$ cat src/hdl/plob_pkg.sv
package plob_pkg;
  localparam int unsigned TableSlotsDef  = 1024;
  localparam int unsigned PriceLevelsDef = 4096;
  localparam int unsigned PriceW = 31;
  localparam int unsigned QtyW   = 31;
  localparam int unsigned IdW    = 64;
  localparam int unsigned TotW   = 48;
  localparam int unsigned FuncW  = 3;
  localparam int unsigned CfgIdxW = 1;

  localparam logic [FuncW-1:0] FUNC_ADD  = 3'd0;
  localparam logic [FuncW-1:0] FUNC_EXEC = 3'd1;
  localparam logic [FuncW-1:0] FUNC_CANC = 3'd2;
  localparam logic [FuncW-1:0] FUNC_DEL  = 3'd3;
  localparam logic [FuncW-1:0] FUNC_REPL = 3'd4;

  localparam logic [CfgIdxW-1:0] REG_LOWEST  = 1'b0;
  localparam logic [CfgIdxW-1:0] REG_HIGHEST = 1'b1;

  localparam logic [1:0] FLAG_EMPTY = 2'd0;
  localparam logic [1:0] FLAG_LIVE  = 2'd1;
  localparam logic [1:0] FLAG_TOMB  = 2'd2;

  localparam logic SIDE_BUY = 1'b0;

  typedef struct packed {
    logic [FuncW-1:0]  func;
    logic [IdW-1:0]    order_id;
    logic [IdW-1:0]    new_order_id;
    logic              side;
    logic [PriceW-1:0] price;
    logic [QtyW-1:0]   quantity;
  } in_item_t;

  typedef struct packed {
    logic              ok;
    logic              order_side;
    logic [PriceW-1:0] order_price;
    logic [QtyW-1:0]   remaining;
    logic [TotW-1:0]   level_total;
  } out_item_t;

  // Controller to datapath.
  typedef struct packed {
    logic load;        // latch input item, start probe at home slot
    logic clr_step;    // clear slot flags sweep step
    logic probe_rd;    // issue slot read at probe pointer
    logic probe_adv;   // advance probe pointer and count
    logic lvl_rd;      // read level total of the current side/level
    logic lvl_wr;      // write back level total
    logic slot_wr;     // write slot at probe pointer
    logic find_new;    // switch item to inserting new id (replace)
    logic emit;        // present result
    logic emit_fail;   // present failure
  } plob_cmd_t;

  // Datapath to controller.
  typedef struct packed {
    logic clr_done;
    logic price_ok;
    logic is_add;
    logic is_find;     // execute, cancel, delete
    logic is_repl;
    logic hit;         // live slot with matching key
    logic empty;       // slot empty
    logic free;        // slot not live
    logic probe_last;  // all slots walked
  } plob_sts_t;
endpackage

$ cat src/hdl/plob_ctrl.sv
module plob_ctrl (
  input  logic                clk,
  input  logic                rst_n,
  input  logic                start,
  output logic                busy,
  input  plob_pkg::plob_sts_t sts,
  output plob_pkg::plob_cmd_t cmd
);
  localparam logic [3:0] S_CLR   = 4'd0;
  localparam logic [3:0] S_IDLE  = 4'd1;
  localparam logic [3:0] S_CHK   = 4'd2;
  localparam logic [3:0] S_RD    = 4'd3;
  localparam logic [3:0] S_EVAL  = 4'd4;
  localparam logic [3:0] S_LRD   = 4'd5;
  localparam logic [3:0] S_LWR   = 4'd6;
  localparam logic [3:0] S_FAIL  = 4'd7;
  localparam logic [3:0] S_NEW   = 4'd8;

  logic [3:0] st_r, st_nxt;
  logic       ins_r, ins_nxt;  // probing to insert
  logic       rep2_r, rep2_nxt; // replace: old order removed, insert pending

  always_comb begin
    st_nxt   = st_r;
    ins_nxt  = ins_r;
    rep2_nxt = rep2_r;
    cmd      = '0;
    unique case (st_r)
      S_CLR: begin
        cmd.clr_step = 1'b1;
        if (sts.clr_done) st_nxt = S_IDLE;
      end
      S_IDLE: begin
        if (start) begin
          cmd.load = 1'b1;
          st_nxt   = S_CHK;
        end
      end
      S_CHK: begin
        ins_nxt  = sts.is_add;
        rep2_nxt = 1'b0;
        if ((sts.is_add || sts.is_repl) && !sts.price_ok) st_nxt = S_FAIL;
        else if (sts.is_add || sts.is_find || sts.is_repl) begin
          cmd.probe_rd = 1'b1;
          st_nxt = S_EVAL;
        end else st_nxt = S_FAIL;
      end
      S_RD: begin
        cmd.probe_rd = 1'b1;
        st_nxt = S_EVAL;
      end
      S_EVAL: begin
        priority if (ins_r ? sts.free : sts.hit) begin
          cmd.slot_wr = 1'b1;
          st_nxt = S_LRD;
        end else if ((!ins_r && sts.empty) || sts.probe_last) begin
          st_nxt = S_FAIL;
        end else begin
          cmd.probe_adv = 1'b1;
          st_nxt = S_RD;
        end
      end
      S_LRD: begin
        cmd.lvl_rd = 1'b1;
        st_nxt = S_LWR;
      end
      S_LWR: begin
        cmd.lvl_wr = 1'b1;
        if (sts.is_repl && !rep2_r) begin
          st_nxt = S_NEW;
        end else begin
          cmd.emit = 1'b1;
          st_nxt = S_IDLE;
        end
      end
      S_NEW: begin
        cmd.find_new = 1'b1;
        ins_nxt  = 1'b1;
        rep2_nxt = 1'b1;
        st_nxt   = S_RD;
      end
      S_FAIL: begin
        cmd.emit_fail = 1'b1;
        st_nxt = S_IDLE;
      end
      default: st_nxt = S_IDLE;
    endcase
  end

  always_ff @(posedge clk) begin
    if (!rst_n) begin
      st_r   <= S_CLR;
      ins_r  <= 1'b0;
      rep2_r <= 1'b0;
    end else begin
      st_r   <= st_nxt;
      ins_r  <= ins_nxt;
      rep2_r <= rep2_nxt;
    end
  end

  assign busy = (st_r != S_IDLE);
endmodule

$ cat config.mk
export PLATFORM = sky130hd
export DESIGN_NAME = plob_ctrl
export DESIGN_NICKNAME = d
export VERILOG_FILES = /design/src/hdl/plob_pkg.sv /design/src/hdl/plob_ctrl.sv
export SDC_FILE = /design/constraint.sdc
export NUM_CORES = 1
export LEC_CHECK = 0
export ABC_AREA = 1
export BUFFER_PORTS_ARGS = -buffer_cell sky130_fd_sc_hd__buf_2
export CELL_PAD_IN_SITES_DETAIL_PLACEMENT = 1
export CELL_PAD_IN_SITES_GLOBAL_PLACEMENT = 2
export CORE_AREA = 2 2 56 58
export CTS_CLUSTER_SIZE = 30
export DETAILED_ROUTE_END_ITERATION = 12
export DIE_AREA = 0 0 58 60
export PLACE_DENSITY = 0.66
export SLEW_MARGIN = 15
export SYNTH_ARGS = -nofsm -noshare
export SYNTH_HDL_FRONTEND = slang
export SYNTH_SLANG_ARGS = --single-unit
$ cat constraint.sdc
create_clock -name clk -period 0.95 [get_ports clk]
set_input_delay 0.19 -clock clk [delete_from_list [all_inputs] [get_ports clk]]
set_output_delay 0.19 -clock clk [all_outputs]
set_load 0.01 [all_outputs]
# == After elaboration in Yosys (flattened, before gate mapping) ==
# Cells that the tools add are included.
# op_classes
muxes,28
n_reduce_logical,13
eq_ne,11
# ops
op,count
$pmux 4 s8,1
$mux 4,5
$mux 1,17
$eq 4x3->1 const B,4
$eq 4x2->1 const B,2
$pmux 1 s2,3
$eq 4x1->1 const B,1
$eq 4x4->1 const B,1
$logic_not 4->1,1
$logic_or 1x1->1,4
$ne 2x2->1 const B,2
$ne 4x1->1 const B,1
$logic_and 1x1->1,3
$logic_not 1->1,3
$mux 3,1
$mux 2,1
$reduce_and 2->1,1
$reduce_bool 2->1,1
# word_totals
out_inout_bits,11
inputBits,12
elab_cells,55
register_bits,6

# == Longest topological paths before layout ==
# depth
depth_word,6
depth_mapped,9

# == Worst setup path after synthesis ==
# Ideal clock, no wire load.
# synth_timing
path_kind,register -> output
start,reg st_r[2]
end,out cmd[3] (netlist bit)
path_slack_ns,-0.149
required_ns,0.760
n_path_buf,0
arrival_ns,0.909
stages_incl_launch_ff,5
path_cell_list,dfxtp_1 nand2_1 nor2_2 inv_1 nor2_1
# synth_lines
item,line_no,text
"start, declared",plob_ctrl.sv:19,"logic [3:0] st_r, st_nxt;"
"start signal, assigned",plob_ctrl.sv:96,st_r <= st_nxt;
"end, declared",plob_ctrl.sv:7,output plob_pkg::plob_cmd_t cmd

==> flow_metrics.env <==
export IMPL_antenna_found_initial=0
export IMPL_wl_met2_um=1099
export IMPL_core_area_mm2=0.002903
export IMPL_drt_initial_drc_count=1
export IMPL_hp_class="input pin to flop"
export IMPL_hold_buffers=0
export IMPL_crit_type="flop to primary output"
export IMPL_start_kind="flop"
export IMPL_die_y_um=60
export IMPL_syn_nets=100
export IMPL_p_sw_frac=0.4544
export IMPL_numPortBuffers=22
export IMPL_start_util=0.1720
export IMPL_routed_top_layer="met4"
export IMPL_met1_length_um=740
export IMPL_grt_pass1_wl_um=3077
export IMPL_cts_tree="done"
export IMPL_cts_made_buffers=3
export IMPL_synth_yosys_warnings=0
export IMPL_grt_overflow_total=0
export IMPL_worstPathCellList="or2_4, o21ai_4, nand2_2, nor2_4, buf_6"
export IMPL_p_comb_frac=0.749
export IMPL_synth_area_um2=499.2
export IMPL_die_w_um=58
export IMPL_yosysUniqueCellTypes=16
export IMPL_p_total_w=0.002715
export IMPL_layout_drive_gt1_share=0.7218
export IMPL_dp_hpwl_um=1391
export IMPL_final_common_cell="buf_2"
export IMPL_dr_pass1_iters=2
export IMPL_avgSynthCellArea_um2=5.673
export IMPL_max_slew_margin=0.8397
export IMPL_ctsHtreeMaxLevel=1
export IMPL_stdcell_count=166
export IMPL_hold_violations=0
export IMPL_placementRows=20
export IMPL_vias=697
export IMPL_min_to="st_r[0]"
export IMPL_setup_tns_final_ps=-5201
export IMPL_wl_met3_um=81
export IMPL_critPathTopFamily="simple AND/OR/NAND/NOR gates"
export IMPL_hold_ws_ps=180.4
export IMPL_fillers=362
export IMPL_cts_sinks=6
export IMPL_wl_per_cell_um=11.80
export IMPL_gp_congestion=0.7469
export IMPL_synth_area_top_cells="dfxtp_1 (24%), nand2_1 (18%), inv_1 (11%), nor2_1 (9.0%), nor2_2 (7.5%)"
export IMPL_hold_start="rst_n"
export IMPL_fmax_ghz=0.7487
export IMPL_p_leak_nw=0.5197
export IMPL_switchingPower_w=0.001234
export IMPL_finalCriticalPeriod_ps=1336
export IMPL_cp_slowest_stage_delay_ps=320
export IMPL_status="finished with violations"
export IMPL_slowest_stage="dfxtp_2"
export IMPL_ir_worst_vdd_mv=1.030
export IMPL_rsz0062_at_grt="true"
export IMPL_path_buf_inv=1
export IMPL_seqPwrFrac=0.162
export IMPL_die_area_mm2=0.003480
export IMPL_cts_path_max_buffers=2
export IMPL_fin_worst_skew_ps=2.304
export IMPL_clk_pin_slew_ps=50
export IMPL_violations="negative setup slack"
export IMPL_pin_count=23
export IMPL_cp_max_fo=3
export IMPL_ant_nets=0
export IMPL_routed_via_density=4.199
export IMPL_r2r_slack_ps=-340
export IMPL_setup_violations_final=16
export IMPL_area_growth_syn_to_layout_pct=114.3
export IMPL_fin_nets=147
export IMPL_netlist_instances=88
export IMPL_critPathArrivalTime_ps=1150
export IMPL_r2r_start="st_r[3]"
export IMPL_cts_root_buffer="clkbuf_4"
export IMPL_max_cap_violations=0
export IMPL_placedCellCount=151
export IMPL_endpoint_kind="primary output"
export IMPL_ys_seq_area_frac=0.2406
export IMPL_slew_viol_final=0
export IMPL_ys_ff_latch=6
export IMPL_timing_rr_end="st_r[0]"
export IMPL_r2r_cells=8
export IMPL_clkLatencyLatePin_ps=250
export IMPL_grt_max_degree=6
export IMPL_antenna_cells=0
export IMPL_final_cell_mix="buf_2 (16), nand2_1 (14), buf_6 (13), buf_4 (13), nor2_4 (9)"
export IMPL_fin_ws_ps=-385.7
export IMPL_min_period_over_period=1.406
export IMPL_grt_pass1_vias=693
export IMPL_synth_top_area_cell="dfxtp_1"
export IMPL_worstMarginPinSlew_ps=240.2
export IMPL_hold_path_depth=3
export IMPL_power_share_clock=0.089
export IMPL_drc=0
export IMPL_power_density_mw_per_mm2=2538
export IMPL_synth_top_area_frac=0.2406
export IMPL_required_ps=760
export IMPL_track_usage=0.1202
export IMPL_wl_um=1959
export IMPL_internal_power_w=0.001481
-- kinds of logic after synthesis --
logic type	Yosys count	share of synthesized area
flops	6	0.2406
simple gates	54	0.5063
compound gates	9	0.1028
buf+inv	19	0.1504
-- final cells by class --
class | instances | area, µm² | share of cell area
multi-input combinational | 63 | 450.4 | 0.4211
tap | 33 | 41.29 | 0.03860
timing repair buffer | 43 | 344.1 | 0.3216
clock buffer | 3 | 22.52 | 0.02105
inverter | 18 | 77.57 | 0.07251
sequential | 6 | 133.9 | 0.1251
-- timing repair --
action / CTS / global route
pin swaps: 12 / 10
setup buffers: 9 / 4
setup endpoints to repair: 16 / 16
resized for setup: 34 / 22
gates cloned: 0 / 0
-- sequential cells by signal (all words and copies together), names as in the netlist --
| signal | flops |
|---|---|
| rep2_r | 1 |
| st_r | 4 |
| ins_r | 1 |
-- worst min-delay path, delay by kind of cell --
family	cells	cell delay, ps
buffers and inverters	1	100
AND/OR/NAND/NOR	2	100
-- synthesized netlist by cell type --
library cell,number
a21oi_1,7
nand2_2,3
dfxtp_1,6
or2_2,1
inv_1,14
nor2_1,12
o21ai_2,1
inv_2,4
nor3_1,1
buf_4,1
nor2_4,2
nand3_1,4
nand2_1,24
nand3b_1,1
o21bai_1,1
nor2_2,6
-- how the worst max path moves through the flow --
stage / cells after the start / from / to
after detailed placement: 7 / st_r[1] / st_r[0]
after global routing: 6 / st_r[1] / cmd[3]
after global placement: 8 / st_r[1] / st_r[0]
final: 5 / ins_r / cmd[6]
after CTS: 5 / ins_r / cmd[6]
after floorplan: 4 / ins_r / cmd[6]
-- power groups by stage --
stage / registers (W) / clock network, W / logic [W]
floorplan: 0.000395 / 0 / 0.000726
global placement: 0.000400 / 0 / 0.00110
detailed placement: 0.000405 / 0 / 0.00112
CTS: 0.000431 / 0.000255 / 0.00154
global route: 0.000452 / 0.000267 / 0.00220
finish: 0.000440 / 0.000242 / 0.00203
-- per-layer routing --
layer,global-route usage,up-vias
met5,0,-
met4,0.04983,0
met3,0.02814,4
met2,0.2192,13
met1,0.1336,323
li1,-,357
-- per-stage QoR --
stage,utilization,setup WS [ps],instance area (µm²)
detailed placement,0.2560,-191.6,743.2
finish,0.3685,-385.7,1070
global placement,0.2560,-215.8,743.2
floorplan,-,-50.61,531.8
global route,0.3685,-458.8,1070
CTS,0.3267,-395.6,948.4
(Power assumes the default switching activity.)
